$ cat src/hdl/circular_double_ended_queue_macros.svh
// Assertion helpers shared by the queue modules.
`ifndef CIRCULAR_DOUBLE_ENDED_QUEUE_MACROS_SVH
`define CIRCULAR_DOUBLE_ENDED_QUEUE_MACROS_SVH

`ifndef SYNTH
// Same-cycle implication, disabled during reset
`define CDEQ_ASSERT_IMP(lbl, clk, rst_n, ante, cons) \
    lbl: assert property (@(posedge clk) disable iff (!rst_n) (ante) |-> (cons)) \
        else $error("assertion failed");
// Next-cycle implication, disabled during reset
`define CDEQ_ASSERT_NXT(lbl, clk, rst_n, ante, cons) \
    lbl: assert property (@(posedge clk) disable iff (!rst_n) (ante) |=> (cons)) \
        else $error("assertion failed");
`else
`define CDEQ_ASSERT_IMP(lbl, clk, rst_n, ante, cons)
`define CDEQ_ASSERT_NXT(lbl, clk, rst_n, ante, cons)
`endif

`endif

$ cat src/hdl/cdeq_pkg.sv
`timescale 1ns / 1ps

package cdeq_pkg;

    localparam int CDEQ_DEPTH = 16;
    localparam int DATA_W     = 32;
    localparam int SIZE_W     = 5;
    localparam int CMD_W      = 2;
    localparam int STATUS_W   = 2;

    localparam logic [SIZE_W-1:0] SIZE_RESET = 5'd16;

    localparam logic [CMD_W-1:0] CMD_PUSH_FRONT = 2'd0;
    localparam logic [CMD_W-1:0] CMD_PUSH_REAR  = 2'd1;
    localparam logic [CMD_W-1:0] CMD_POP_FRONT  = 2'd2;
    localparam logic [CMD_W-1:0] CMD_POP_REAR   = 2'd3;

    localparam logic [STATUS_W-1:0] STATUS_DONE  = 2'd0;
    localparam logic [STATUS_W-1:0] STATUS_FULL  = 2'd1;
    localparam logic [STATUS_W-1:0] STATUS_EMPTY = 2'd2;

    // Commands from the controller to the datapath
    typedef struct packed {
        logic exec;
        logic cfg_we;
    } ctrl_cmd_t;

endpackage

$ cat src/hdl/circular_double_ended_queue.sv
`timescale 1ns / 1ps

// Double-ended queue of signed 32-bit words in a circular store of DEPTH
// entries, of which cfg_data (1..DEPTH, written while idle) are in use.
// An item is taken when start is high and busy is low; its result (status
// and pop_data) appears on the cycle after, marked by done for exactly one
// cycle, and must be captured then since the receiver cannot stall it.
// Busy stays high during the result cycle and the next item is accepted
// on the cycle after, as the controller takes no new item while a result
// is shown. A register write offered in the same cycle as an item waits
// until the item is done.
module circular_double_ended_queue #(
    parameter int DEPTH = cdeq_pkg::CDEQ_DEPTH
) (
    input  logic                                clk,
    input  logic                                rst_n,
    input  logic                                start,
    output logic                                busy,
    input  logic [cdeq_pkg::CMD_W-1:0]          command,
    input  logic signed [cdeq_pkg::DATA_W-1:0]  push_data,
    input  logic                                cfg_valid,
    output logic                                cfg_ready,
    input  logic [cdeq_pkg::SIZE_W-1:0]         cfg_data,
    output logic                                done,
    output logic [cdeq_pkg::STATUS_W-1:0]       status,
    output logic signed [cdeq_pkg::DATA_W-1:0]  pop_data
);
    import cdeq_pkg::*;

    ctrl_cmd_t cmd;

    cdeq_ctrl u_ctrl (
        .clk       (clk),
        .rst_n     (rst_n),
        .start     (start),
        .cfg_valid (cfg_valid),
        .cfg_ready (cfg_ready),
        .busy      (busy),
        .done      (done),
        .cmd       (cmd)
    );

    cdeq_datapath #(
        .DEPTH (DEPTH)
    ) u_datapath (
        .clk       (clk),
        .rst_n     (rst_n),
        .cmd       (cmd),
        .cfg_data  (cfg_data),
        .command   (command),
        .push_data (push_data),
        .status    (status),
        .pop_data  (pop_data)
    );

endmodule

$ cat src/hdl/cdeq_ctrl.sv
`timescale 1ns / 1ps
`include "circular_double_ended_queue_macros.svh"

module cdeq_ctrl (
    input  logic              clk,
    input  logic              rst_n,
    input  logic              start,
    input  logic              cfg_valid,
    output logic              cfg_ready,
    output logic              busy,
    output logic              done,
    output cdeq_pkg::ctrl_cmd_t cmd
);
    import cdeq_pkg::*;

    typedef enum logic {
        ST_IDLE,
        ST_RESP
    } state_t;

    state_t state_reg;
    logic   busy_reg;
    logic   done_reg;

    // Accept an item or a register write only while idle; an item offered
    // in the same cycle holds the register write off
    assign cmd.exec   = start && !busy_reg;
    assign cfg_ready  = !busy_reg && !start;
    assign cmd.cfg_we = cfg_valid && !busy_reg && !start;
    assign busy       = busy_reg;
    assign done       = done_reg;

    // Hold state and registered outputs
    always_ff @(posedge clk or negedge rst_n)
    begin
        if (!rst_n)
        begin
            state_reg <= ST_IDLE;
            busy_reg  <= 1'b0;
            done_reg  <= 1'b0;
        end
        else
        begin
            unique case (state_reg)
                ST_IDLE:
                begin
                    if (start)
                    begin
                        state_reg <= ST_RESP;
                        busy_reg  <= 1'b1;
                        done_reg  <= 1'b1;
                    end
                end
                ST_RESP:
                begin
                    state_reg <= ST_IDLE;
                    busy_reg  <= 1'b0;
                    done_reg  <= 1'b0;
                end
                default:
                begin
                    state_reg <= ST_IDLE;
                    busy_reg  <= 1'b0;
                    done_reg  <= 1'b0;
                end
            endcase
        end
    end

    `CDEQ_ASSERT_NXT(a_accept_done, clk, rst_n, cmd.exec, done_reg && busy_reg)
    `CDEQ_ASSERT_NXT(a_done_once, clk, rst_n, done_reg, !done_reg && !busy_reg)
    `CDEQ_ASSERT_IMP(a_busy_state, clk, rst_n, busy_reg, state_reg == ST_RESP)

endmodule

$ cat src/hdl/cdeq_datapath.sv
`timescale 1ns / 1ps
`include "circular_double_ended_queue_macros.svh"

module cdeq_datapath #(
    parameter int DEPTH = cdeq_pkg::CDEQ_DEPTH
) (
    input  logic                                clk,
    input  logic                                rst_n,
    input  cdeq_pkg::ctrl_cmd_t                 cmd,
    input  logic [cdeq_pkg::SIZE_W-1:0]         cfg_data,
    input  logic [cdeq_pkg::CMD_W-1:0]          command,
    input  logic signed [cdeq_pkg::DATA_W-1:0]  push_data,
    output logic [cdeq_pkg::STATUS_W-1:0]       status,
    output logic signed [cdeq_pkg::DATA_W-1:0]  pop_data
);
    import cdeq_pkg::*;

    localparam int IDX_W = (DEPTH > 1) ? $clog2(DEPTH) : 1;
    localparam int SZ_W  = (IDX_W + 1 > SIZE_W) ? IDX_W + 1 : SIZE_W;
    localparam logic [SZ_W-1:0] DEPTH_SZ = SZ_W'(DEPTH);

    logic [SIZE_W-1:0]   size_reg;
    logic [IDX_W-1:0]    front_reg, front_next;
    logic [IDX_W-1:0]    rear_reg, rear_next;
    logic                empty_reg, empty_next;
    logic [STATUS_W-1:0] status_reg, status_next;
    logic                pop_ok_reg, pop_ok_next;
    logic [DATA_W-1:0]   rd_data_reg;
    logic [DATA_W-1:0]   mem [DEPTH];

    logic [SZ_W-1:0]     size_ext;
    logic [SZ_W-1:0]     eff_size;
    logic [IDX_W-1:0]    last_idx;
    logic [IDX_W-1:0]    rear_fwd;
    logic                full;
    logic                is_push;
    logic                mem_we;
    logic [IDX_W-1:0]    wr_addr;
    logic [IDX_W-1:0]    rd_addr;

    function automatic logic [IDX_W-1:0] step_fwd(input logic [IDX_W-1:0] i,
                                                   input logic [IDX_W-1:0] last);
        return (i >= last) ? '0 : i + 1'b1;
    endfunction

    function automatic logic [IDX_W-1:0] step_back(input logic [IDX_W-1:0] i,
                                                    input logic [IDX_W-1:0] last);
        return (i == '0) ? last : i - 1'b1;
    endfunction

    // Clamp the size in use to 1..DEPTH
    always_comb
    begin
        size_ext = SZ_W'(size_reg);
        if (size_ext == '0)
            eff_size = SZ_W'(1);
        else if (size_ext > DEPTH_SZ)
            eff_size = DEPTH_SZ;
        else
            eff_size = size_ext;
    end

    assign last_idx = IDX_W'(eff_size - SZ_W'(1));
    assign rear_fwd = step_fwd(rear_reg, last_idx);
    assign full     = !empty_reg && (rear_fwd == front_reg);

    // Decide index moves, store write and result for the item
    always_comb
    begin
        front_next  = front_reg;
        rear_next   = rear_reg;
        empty_next  = empty_reg;
        status_next = STATUS_DONE;
        pop_ok_next = 1'b0;
        mem_we      = 1'b0;
        wr_addr     = '0;
        is_push     = 1'b0;
        rd_addr     = (command == CMD_POP_FRONT) ? front_reg : rear_reg;

        case (command) inside
            CMD_PUSH_FRONT, CMD_PUSH_REAR:
            begin
                is_push = 1'b1;
                if (full)
                    status_next = STATUS_FULL;
                else if (empty_reg)
                begin
                    front_next = '0;
                    rear_next  = '0;
                    empty_next = 1'b0;
                    mem_we     = cmd.exec;
                    wr_addr    = '0;
                end
                else if (command == CMD_PUSH_FRONT)
                begin
                    front_next = step_back(front_reg, last_idx);
                    mem_we     = cmd.exec;
                    wr_addr    = front_next;
                end
                else
                begin
                    rear_next = rear_fwd;
                    mem_we    = cmd.exec;
                    wr_addr   = rear_fwd;
                end
            end
            default:
            begin
                if (empty_reg)
                    status_next = STATUS_EMPTY;
                else
                begin
                    pop_ok_next = 1'b1;
                    if (front_reg == rear_reg)
                    begin
                        front_next = '0;
                        rear_next  = '0;
                        empty_next = 1'b1;
                    end
                    else if (command == CMD_POP_FRONT)
                        front_next = step_fwd(front_reg, last_idx);
                    else
                        rear_next = step_back(rear_reg, last_idx);
                end
            end
        endcase
    end

    // Update indices, size register and result flags
    always_ff @(posedge clk or negedge rst_n)
    begin
        if (!rst_n)
        begin
            size_reg   <= SIZE_RESET;
            front_reg  <= '0;
            rear_reg   <= '0;
            empty_reg  <= 1'b1;
            status_reg <= STATUS_DONE;
            pop_ok_reg <= 1'b0;
        end
        else
        begin
            if (cmd.cfg_we)
                size_reg <= cfg_data;
            if (cmd.exec)
            begin
                front_reg  <= front_next;
                rear_reg   <= rear_next;
                empty_reg  <= empty_next;
                status_reg <= status_next;
                pop_ok_reg <= pop_ok_next;
            end
        end
    end

    // Entry store: one write port, one registered read port
    always_ff @(posedge clk)
    begin
        if (mem_we)
            mem[wr_addr] <= push_data;
        if (cmd.exec)
            rd_data_reg <= mem[rd_addr];
    end

    assign status   = status_reg;
    assign pop_data = pop_ok_reg ? $signed(rd_data_reg) : '0;

    `CDEQ_ASSERT_IMP(a_empty_idx, clk, rst_n, empty_reg, front_reg == '0 && rear_reg == '0)
    `CDEQ_ASSERT_NXT(a_push_full, clk, rst_n, cmd.exec && is_push && full, status_reg == STATUS_FULL)
    `CDEQ_ASSERT_NXT(a_pop_empty, clk, rst_n, cmd.exec && !is_push && empty_reg, status_reg == STATUS_EMPTY && !pop_ok_reg)

endmodule

$ cat config.mk
export PLATFORM = sky130hd
export DESIGN_NAME = circular_double_ended_queue
export DESIGN_NICKNAME = d
export VERILOG_FILES = /design/src/hdl/cdeq_pkg.sv /design/src/hdl/circular_double_ended_queue.sv /design/src/hdl/cdeq_ctrl.sv /design/src/hdl/cdeq_datapath.sv
export VERILOG_INCLUDE_DIRS = /design/src /design/src/hdl
export SDC_FILE = /design/constraint.sdc
export NUM_CORES = 1
export LEC_CHECK = 0
export ABC_CLOCK_PERIOD_IN_PS = 17200
export BUFFER_PORTS_ARGS = -buffer_cell sky130_fd_sc_hd__buf_2
export CAP_MARGIN = 10
export CORE_MARGIN = 5
export CORE_UTILIZATION = 25
export CTS_CLUSTER_DIAMETER = 50
export DETAILED_ROUTE_END_ITERATION = 8
export PLACE_DENSITY_LB_ADDON = 0.15
export SKIP_CTS_REPAIR_TIMING = 1
export SYNTH_ARGS = -nofsm -noshare
export SYNTH_HDL_FRONTEND = slang
export SYNTH_SLANG_ARGS = --single-unit
$ cat constraint.sdc
create_clock -name clk -period 17.2 [get_ports clk]
set_input_delay 0.86 -clock clk [delete_from_list [all_inputs] [get_ports clk]]
set_output_delay 0.86 -clock clk [all_outputs]
set_load 0.03 [all_outputs]
==> results.md, run 1 <==
* Avg Vias per Cell at around 4.5
* # Max-Cap Violations at 0
* Share of layout cells above drive strength 1 at 0.292
* Top cell family by delay on the critical path: simple AND/OR/NAND/NOR gates
* Pre-CTS WS at 11300 ps
* Die extent in y at 309 um
* Status: finished clean
* Max reg flops at ~510
* Core ar. at 88500 um^2
* Multi-input gate area at 5400 um^2
* Metal2 WL at 27.8 mm
* Largest net degree at the start of global routing at 78
* Root Buffer: clkbuf_16
* Sink Count at 563
* DRT iter0 DRCs at 782
* Ports at 80
* Top layer in use: met5
* Leak at ~8.6 nW
* Fin nets at ~1.3k
* Die W at ~310 um
* Critical Path AT at 5820 ps
* CTS tree: done
* Synthesized area at 22400 um^2
* Clk buf depth at 3
* GR Util All Layers at 0.119
* Area growth syn-to-layout at 19.2%
* FILL cells at around 8.6k
* TritonCTS Buffers at 73
* M1 WL at about 26 mm
* Post-synth EDFFs at 544
* Routability Congestion at 0.712
* HP Class: input port to async pin
* Req. time, crit path at 17440 ps
* Dpl hpwl at between 30 and 40 mm
* Crit end category: register
* Number of synthesized register bits at 563
* Synth cell types at 62
* Crit path kind: register to register
* Syn_area_per_cell at 19.5 um^2
* PortBufs at 79
* Top-area cell type share of the netlist area at 0.731
* Residual DRC count at 0
* Initial antenna violation count at 4
* Skew-Pair Late Insertion Delay at 590 ps
* Row cnt at 109
* Synth area leader: edfxtp_1
* Maximum fanout along the worst path at 17
* Final setup violation count at 0
* Total die area at 95500 um^2
* RSZ-0062 raised after global routing: false
* Max Freq at ~180 MHz
* Initial core utilization at 0.253
* N_diodes at 0
* Cell count after synthesis at 1145
* Global-route wire length before repair at 83.9 mm
* Per-cell routed wire length at roughly 23 um
* Total wire length at about 57 mm
* Slowest cell delay on critical path at 730 ps
* Mapped Nets at 1199
* Worst Tran Pin Value at 1090 ps
* Setup TNS at 0 ps
* Max-Slew Margin vs Limit at 0.274
* Worst-path clk slew at 50 ps
* CP max stage cell: nor2_4
* Hold Slack at 240 ps
* Slew Limit Fails at 0
* Final hold vios at 0
* Congestion Overflow GR at 0
* Final Cycle Share at 0.324
* Crit start category: register
* Min cycle time layout at 5580 ps
* Ys async rst share at 0.0337
* Synth top area cells: edfxtp_1 (73%), mux4_2 (13%), dfrtp_1 (1.9%)
* Pwr Total at 4.17 mW
* Setup ws final at 11620 ps
* Ys flop type: edfxtp_1
* H-tree levels at 3
* Peak VDD IR at 69.6 uV
* First-pass DRT Iterations at 5
* Via count at between 10k and 15k
* Critical Path Start: u_datapath.size_ext[3]
* Yosys warns at 0
* Pwr Density at 157 nW/um^2
* Worst R2R Start: u_datapath.size_ext[3]
* Vias in the first global route at about 12k
* Cell Chain, Critical Path: nor3_1 > nor2_1 > nor2_1 > inv_1 > ha_1 > xnor2_1 > inv_1 > ha_1 > a21oi_1 > o21ai_1 > maj3_2 > or3_2 > nand4_4 > nor4_1 > or2_2 > nor2_4 > buf_4
* Clock Skew at 17.6 ps
* Antenna Nets Post-Route at 0
* Detail Route met3 WL at 2.31 mm
* Reg area at roughly 17000 um^2
* Seq/Total Area, Yosys at 0.752
* Buf+Inv Stages, Crit Path at 3
layout make-up:
type                    count  share of cell area
repair buffers            104              0.0223
well taps                1165              0.0547
clock buffers              89              0.0736
flip-flops and latches    563               0.631
clock inverters            42              0.0148
multi-input cells         508               0.202
inverters                   9             0.00127
layer usage:
layer	vias to the layer above	global-route usage
li1	4887	-
met1	5975	0.160
met2	235	0.198
met3	77	0.0214
met4	2	0.0348
met5	-	0
cell families after synthesis:
group / synth area share
AO/OA/AOI/OAI: 0.0366
XOR/XNOR: 0.00347
adder cells (fa/ha/maj): 0.00711
buffers and inverters: 0.0138
flip-flops: 0.752
multiplexers: 0.135
AND/OR/NAND/NOR: 0.0514
final timing paths:
check	end	slack, ps	depth (start not counted)
max	u_datapath.mem[4][19]	11620	17
min	u_datapath.status[1]	240	1
max reg2reg	u_datapath.mem[4][19]	11620	17
min reg2reg	u_ctrl.state_reg	420	1
max in group asynchronous	u_datapath.size_ext[4]	16600	1
min in group clk	u_ctrl.state_reg	420	1
cell usage in the layout, fill, tap and decap left out, types with 3 or more instances in the layout:
master | Yosys | final
a211oi_1 | 34 | 34
a31oi_1 | 34 | 34
clkinvlp_4 | 0 | 9
nand2_1 | 85 | 85
nor2_1 | 33 | 21
xnor2_1 | 3 | 3
buf_2 | 16 | 79
mux2_2 | 6 | 6
ha_1 | 11 | 11
nand2b_1 | 3 | 3
mux4_2 | 128 | 128
edfxtp_1 | 544 | 544
dfrtp_1 | 17 | 16
xor2_1 | 4 | 4
clkinv_2 | 0 | 9
nand3_1 | 6 | 6
o21ai_0 | 15 | 15
buf_4 | 1 | 24
nor3_1 | 7 | 3
bufinv_16 | 0 | 5
o31a_1 | 3 | 3
a21oi_4 | 1 | 4
clkinv_1 | 0 | 9
inv_6 | 0 | 6
a21oi_1 | 13 | 10
clkbuf_16 | 0 | 76
nor2_4 | 0 | 12
inv_1 | 9 | 8
clkbuf_1 | 41 | 12
nor2b_1 | 9 | 9
nor3_2 | 0 | 4
and2_1 | 63 | 63
mux2i_1 | 6 | 5
synth_stat cells, types with 3 or more instances:
master and n:
inv_1 9, a211oi_1 34, xnor2_1 3, buf_1 6, dfrtp_1 17, mux4_2 128
nand3_1 6, mux2i_1 6, nor2_1 33, nor3_1 7, nand2b_1 3, mux2_2 6
nand2_1 85, o31a_1 3, xor2_1 4, ha_1 11, clkbuf_1 41, edfxtp_1 544
nor2b_1 9, and2_1 63, a31oi_1 34, o21ai_0 15, buf_2 16, a21oi_1 13
power breakdown:
group	internal [mW]	switching [mW]	total [mW]
registers	1.59	0.0594	1.65
logic	0.433	0.615	1.05
clock network	0.892	0.580	1.47
total	2.92	1.25	4.17
worst register-to-register path: stages, from the launching register on:
cell and delay [ps]:
dfrtp_1 420, nor3_1 180, nor2_1 60, nor2_1 290, inv_1 180, ha_1 240, xnor2_1 360, inv_1 120
ha_1 310, a21oi_1 140, o21ai_1 130, maj3_2 420, or3_2 470, nand4_4 140, nor4_1 70, or2_2 460
nor2_4 740, buf_4 500
stage by stage:
stage	std cells	cell area (um^2)	utilization
detailed placement	2349	24300	0.275
global placement	2349	24300	0.275
floorplan	1145	22400	-
finish	2480	26700	0.301
CTS	2480	26700	0.301
global route	2480	26700	0.301
(Power assumes the default switching activity.)
==> run 2, diff against run 1 <==
Settings changed: ABC_CLOCK_PERIOD_IN_PS 17200 to 5270.
Clock period 17.2 ns to 5.27 ns, I/O delays scaled along.
==> run 2 against run 1 <==
Cell count increased by 1.2%. Maximum frequency up 16%. Routed wire length decreased by 0.51%. Non-clock buffer count increased by 32. Critical endpoint is now u_datapath.mem[10][12]. Largest cell class unchanged.
==> results.md, run 2 (synthesized netlist as in run 1, its figures left out) <==
* Dpl hpwl at 33.8 mm (was 30.6 mm)
* Total wire length at 56.6 mm (was 56.9 mm)
* Root Buffer: clkbuf_16 (unchanged)
* Initial antenna violation count at 1 (was 4)
* DP Area at 24500 um^2 (was 24300 um^2)
* Leak at 8.67 nW (was 8.56 nW)
* Initial core utilization at 0.253 (unchanged)
* Most frequent cells in the layout: edfxtp_1 (544), mux4_2 (128), nand2_1 (85) (unchanged)
* Antenna Nets Post-Route at 0 (unchanged)
* Power Internal at 9.35 mW (was 2.92 mW)
* Most common cell after layout, fill and taps aside: edfxtp_1 (unchanged)
* Crit path kind: register to register (unchanged)
* Min cycle time layout at 4800 ps (was 5580 ps)
* Crit start category: register (unchanged)
* Sink Count at 563 (unchanged)
* Peak VDD IR at 184 uV (was 69.6 uV)
* Max-Slew Margin vs Limit at 0.284 (was 0.274)
* Area growth syn-to-layout at 20.0% (was 19.2%)
* Maximum fanout along the worst path at 17 (unchanged)
* Die extent in y at 309 um (unchanged)
* Fin cells at 2509 (was 2480)
* Clock power frac at 0.337 (was 0.353)
* Psw at 4.19 mW (was 1.25 mW)
* Reg2reg setup slack at 470 ps (was 11620 ps)
* Fin area at 26800 um^2 (was 26700 um^2)
* Via count at 11.2k (about the same)
* Routability Congestion at 0.722 (was 0.712)
* Fin nets at 1345 (was 1313)
* TritonCTS Buffers at 72 (was 73)
* Vias in the first global route at 12.2k (was 12.1k)
* Status: finished clean (unchanged)
* Clock Skew at 16.6 ps (was 17.6 ps)
* Congestion Overflow GR at 0 (unchanged)
* Setup ws final at 468 ps (was 11620 ps)
* Final hold vios at 0 (unchanged)
* Detail Route met3 WL at 1.81 mm (was 2.31 mm)
* Core ar. at 88500 um^2 (unchanged)
* Crit end category: register (unchanged)
* Placed Cells incl. Taps at 2372 (was 2349)
* Die W at 309 um (unchanged)
* Metal2 WL at 27.6 mm (was 27.8 mm)
* Slew Limit Fails at 0 (unchanged)
* Sw Ratio at 0.309 (was 0.300)
* Avg Vias per Cell at 4.47 (was 4.51)
* M1 WL at 26.0 mm (was 25.6 mm)
* Pwr Density at 505 nW/um^2 (was 157 nW/um^2)
* Hold Slack at 53.2 ps (was 240 ps)
* DRT iter0 DRCs at 692 (was 782)
* HP Class: input port to register (was input port to async pin)
* Per-cell routed wire length at 22.6 um (was 22.9 um)
* Worst Tran Pin Value at 1070 ps (was 1090 ps)
* Global-route wire length before repair at 84.2 mm (was 83.9 mm)
* Req. time, crit path at 5560 ps (was 17440 ps)
* Clk buf depth at 3 (unchanged)
* Max Freq at 208 MHz (was 179 MHz)
* Worst-path clk slew at 60 ps (was 50 ps)
* Ports at 80 (unchanged)
* PortBufs at 79 (unchanged)
* Final setup violation count at 0 (unchanged)
* Largest net degree at the start of global routing at 65 (was 78)
* CTS tree: done (unchanged)
* Final Cycle Share at 0.911 (was 0.324)
* Top layer in use: met4 (was met5)
* First-pass DRT Iterations at 4 (was 5)
* # Max-Cap Violations at 0 (unchanged)
* Total die area at 95500 um^2 (unchanged)
* Sequential share of power at 0.398 (was 0.396)
* GR Util All Layers at 0.118 (was 0.119)
* Share of layout cells above drive strength 1 at 0.301 (was 0.292)
* Pre-CTS WS at 336 ps (was 11300 ps)
* RSZ-0062 raised after global routing: false (unchanged)
* Critical Path AT at 5100 ps (was 5820 ps)
* Combinational power share at 0.265 (was 0.251)
* Row cnt at 109 (unchanged)
* Residual DRC count at 0 (unchanged)
* Skew-Pair Late Insertion Delay at 600 ps (was 590 ps)
* Fin util at 0.303 (was 0.301)
* Max reg flops at 512 (unchanged)
* H-tree levels at 3 (unchanged)
==> run 2: path summary, 6_finish.rpt <==
| check | endpoint | startpoint | depth (start not counted) |
|---|---|---|---|
| setup / recovery | u_datapath.mem[10][12] | u_datapath.size_ext[3] | 16 |
| hold / removal | u_datapath.mem[15][12] | push_data[12] | 1 |
| setup reg to reg | u_datapath.mem[10][12] | u_datapath.size_ext[3] | 16 |
| hold reg to reg | u_ctrl.state_reg | u_ctrl.state_reg | 1 |
| max in group asynchronous | u_datapath.empty_reg | rst_n | 2 |
| min in group asynchronous | u_datapath.front_reg[0] | rst_n | 2 |
==> run 2: power by group through the flow <==
stage                     Sequential (mW)  Clock (mW)  Combinational (mW)
after floorplan                      5.36           0                2.55
after global placement               5.49           0                3.72
after detailed placement             5.49           0                3.69
after CTS                            5.40        4.73                3.71
after global routing                 5.42        4.92                3.96
final                                5.39        4.57                3.59
==> run 2: area by class of cell <==
class / instances / area (um^2)
diodes: 1 / 2.50
clock buffers: 84 / 1870
clock inverters: 42 / 315
fillers: 8595 / 61700
inverters: 9 / 33.8
multi-input cells: 509 / 5410
flip-flops and latches: 563 / 16800
well taps: 1165 / 1460
repair buffers: 136 / 916
==> run 2: routing by layer <==
metal	global-route usage	up-vias
met4	0.0359	0
li1	-	4951
met3	0.0210	81
met5	0	-
met1	0.159	6000
met2	0.198	173
==> run 2: metrics by stage <==
stage | TNS (ps) | power [mW]
global placement | 0 | 9.21
global route | 0 | 14.3
floorplan | -53390 | 7.91
detailed placement | 0 | 9.18
CTS | 0 | 13.8
finish | 0 | 13.5
==> run 2: critical path, stage by stage, from the launching register on <==
cell     delay (ps)
dfrtp_1         420
nor3_1          190
nor2_1           70
nor2_1          130
inv_1           110
ha_1            220
xnor2_1         270
inv_1           100
ha_1            300
a21oi_1         150
o21ai_1         130
maj3_2          410
or3_2           460
nand4_4         140
o41ai_4         160
nor3_4          920
buf_12          270
==> run 3, diff against run 2 <==
Settings changed: ABC_CLOCK_PERIOD_IN_PS 5270 to 4700.
Clock period 5.27 ns to 4.7 ns, I/O delays scaled along.
==> run 3 against run 2 <==
Global-route usage rose by 0.81 points. Largest power group unchanged. Register-to-register slack worse by 80 ps. Critical path depth rose by 1. Sequential cell count unchanged. Highest routed layer unchanged. Worst setup slack got worse by 76 ps. Die area is the same.
==> results.md, run 3 (synthesized netlist as in run 1, its figures left out) <==
* FILL cells at 8554 (was 8595)
* Fin util at 0.307 (was 0.303)
* Skew-Pair Late Insertion Delay at 610 ps (was 600 ps)
* Global-route wire length before repair at 87.6 mm (was 84.2 mm)
* TritonCTS Buffers at 72 (unchanged)
* Antenna Nets Post-Route at 0 (unchanged)
* Worst-path clk slew at 50 ps (was 60 ps)
* Leak at 8.77 nW (was 8.67 nW)
* Dpl hpwl at 36.6 mm (was 33.8 mm)
* Via count at 11.2k (about the same)
* Total wire length at 61.1 mm (was 56.6 mm)
* Maximum fanout along the worst path at 32 (was 17)
* DRT iter0 DRCs at 682 (was 692)
* Cell Chain, Critical Path: nor3_1 > nor2_1 > nor2_1 > inv_1 > ha_1 > xnor2_2 > inv_1 > ha_1 > nand2_1 > o21ai_1 > maj3_2 > nor2_1 > a22oi_1 > a21oi_1 > or4_1 > nor2_4 > buf_12 (was nor3_1 > nor2_1 > nor2_1 > inv_1 > ha_1 > xnor2_1 > inv_1 > ha_1 > a21oi_1 > o21ai_1 > maj3_2 > or3_2 > nand4_4 > o41ai_4 > nor3_4 > buf_12)
* CTS tree: done (unchanged)
* Total die area at 95500 um^2 (unchanged)
* HP Class: input port to register (unchanged)
* Fin nets at 1338 (was 1345)
* Status: finished clean (unchanged)
* Most frequent cells in the layout: edfxtp_1 (544), mux4_2 (128), nand2_1 (85) (unchanged)
* Avg Vias per Cell at 4.47 (about the same)
* Peak VDD IR at 363 uV (was 184 uV)
* Hold Slack at 38.5 ps (was 53.2 ps)
* Initial core utilization at 0.253 (unchanged)
* Ports at 80 (unchanged)
* Final hold vios at 0 (unchanged)
* Routability Congestion at 0.756 (was 0.722)
* CP max stage cell: or4_1 (was nor3_4)
* DP Area at 24700 um^2 (was 24500 um^2)
* Placed Cells incl. Taps at 2368 (was 2372)
* Per-cell routed wire length at 24.4 um (was 22.6 um)
* Slew Limit Fails at 0 (unchanged)
* Min cycle time layout at 4310 ps (was 4800 ps)
* Worst Tran Pin Value at 972 ps (was 1070 ps)
* Crit path kind: register to register (unchanged)
* Initial antenna violation count at 1 (unchanged)
* # Max-Cap Violations at 0 (unchanged)
* Fin cells at 2505 (was 2509)
* GR Util All Layers at 0.127 (was 0.118)
* Worst R2R Path Depth at 17 (was 16)
* Max Freq at 232 MHz (was 208 MHz)
* Multi-input gate area at 5430 um^2 (was 5410 um^2)
* Req. time, crit path at 4960 ps (was 5560 ps)
* Area growth syn-to-layout at 21.4% (was 20.0%)
* Slowest cell delay on critical path at 570 ps (was 920 ps)
* Core ar. at 88500 um^2 (unchanged)
* Max-Slew Margin vs Limit at 0.352 (was 0.284)
* Max reg flops at 512 (unchanged)
* Crit start category: register (unchanged)
* First-pass DRT Iterations at 5 (was 4)
* Clock Skew at 27.9 ps (was 16.6 ps)
* Most common cell after layout, fill and taps aside: edfxtp_1 (unchanged)
* Vias in the first global route at 11.7k (was 12.2k)
* Residual DRC count at 0 (unchanged)
* Final setup violation count at 0 (unchanged)
* Largest net degree at the start of global routing at 54 (was 65)
* Pwr Density at 581 nW/um^2 (was 505 nW/um^2)
* PortBufs at 79 (unchanged)
* Clk buf depth at 3 (unchanged)
* Share of layout cells above drive strength 1 at 0.300 (was 0.301)
* Fin area at 27100 um^2 (was 26800 um^2)
* Hold Path Stages at 1 (unchanged)
* Row cnt at 109 (unchanged)
* H-tree levels at 3 (unchanged)
* Final Cycle Share at 0.917 (was 0.911)
* Critical Path AT at 4570 ps (was 5100 ps)
* RSZ-0062 raised after global routing: false (unchanged)
* Die W at 309 um (unchanged)
* Reg area at 16800 um^2 (unchanged)
* Root Buffer: clkbuf_16 (unchanged)
* Congestion Overflow GR at 0 (unchanged)
* Crit end category: register (unchanged)
* Crit-path most repeated cell: nor2_1
* Sink Count at 563 (unchanged)
* Die extent in y at 309 um (unchanged)
[run 3: cell types whose count changed in the layout (fill, tap and decap cells not counted), moves of 2 or more]
cell        delta
nor3_4         +2
clkinvlp_4     -2
bufinv_16      +5
buf_4         -19
nor3_2         -2
inv_16         +3
inv_6          -2
buf_12        +13
[run 3: power by group]
part / switching [mW] / total [mW] / leakage [nW] / internal (mW)
Sequential: 0.208 / 6.04 / 5.14 / 5.83
Clock: 2.19 / 5.47 / 1.14 / 3.28
Combinational: 2.57 / 4.26 / 2.48 / 1.69
[run 3: through the flow]
stage	TNS [ps]	setup slack [ps]	power, mW
after floorplan	-138370	-505	8.89
after global placement	0	173	10.5
after detailed placement	0	182	10.5
after CTS	0	142	16.1
after global routing	0	48.8	16.5
final	0	391	15.8
[run 3: layout make-up]
class | count | share of cell area
flip-flops and latches | 563 | 0.620
multi-input cells | 508 | 0.200
clock buffers | 84 | 0.0688
well taps | 1165 | 0.0537
repair buffers | 130 | 0.0381
clock inverters | 45 | 0.0182
inverters | 9 | 0.00125
diodes | 1 | 0.0000922
[run 3: path summary, 6_finish.rpt]
path,end,slack [ps],start
worst min register to register,u_ctrl.busy,430,u_ctrl.state_reg
max in group asynchronous,u_datapath.size_ext[4],4210,rst_n
worst max-delay path,u_datapath.mem[8][11],390,u_datapath.size_ext[3]
min in group asynchronous,u_datapath.status[1],130,rst_n
worst max register to register,u_datapath.mem[8][11],390,u_datapath.size_ext[3]
worst min-delay path,u_datapath.mem[2][0],40,push_data[0]
[run 3: metal layers]
metal | vias to the layer above | share of wire | track usage
li1 | 4942 | - | -
met4 | 0 | 0.016 | 0.0314
met5 | - | 0 | 0
met3 | 69 | 0.035 | 0.0200
met2 | 206 | 0.48 | 0.203
met1 | 5971 | 0.47 | 0.181
[run 3: worst max-delay path, delay by kind of cell (launching register included)]
| kind | cells | cell delay (ps) |
|---|---|---|
| XOR/XNOR | 1 | 230 |
| buffers and inverters | 3 | 450 |
| AND/OR/NAND/NOR | 7 | 1210 |
| AO/OA/AOI/OAI | 3 | 780 |
| adder cells (fa/ha/maj) | 3 | 890 |
| flip-flops | 1 | 410 |
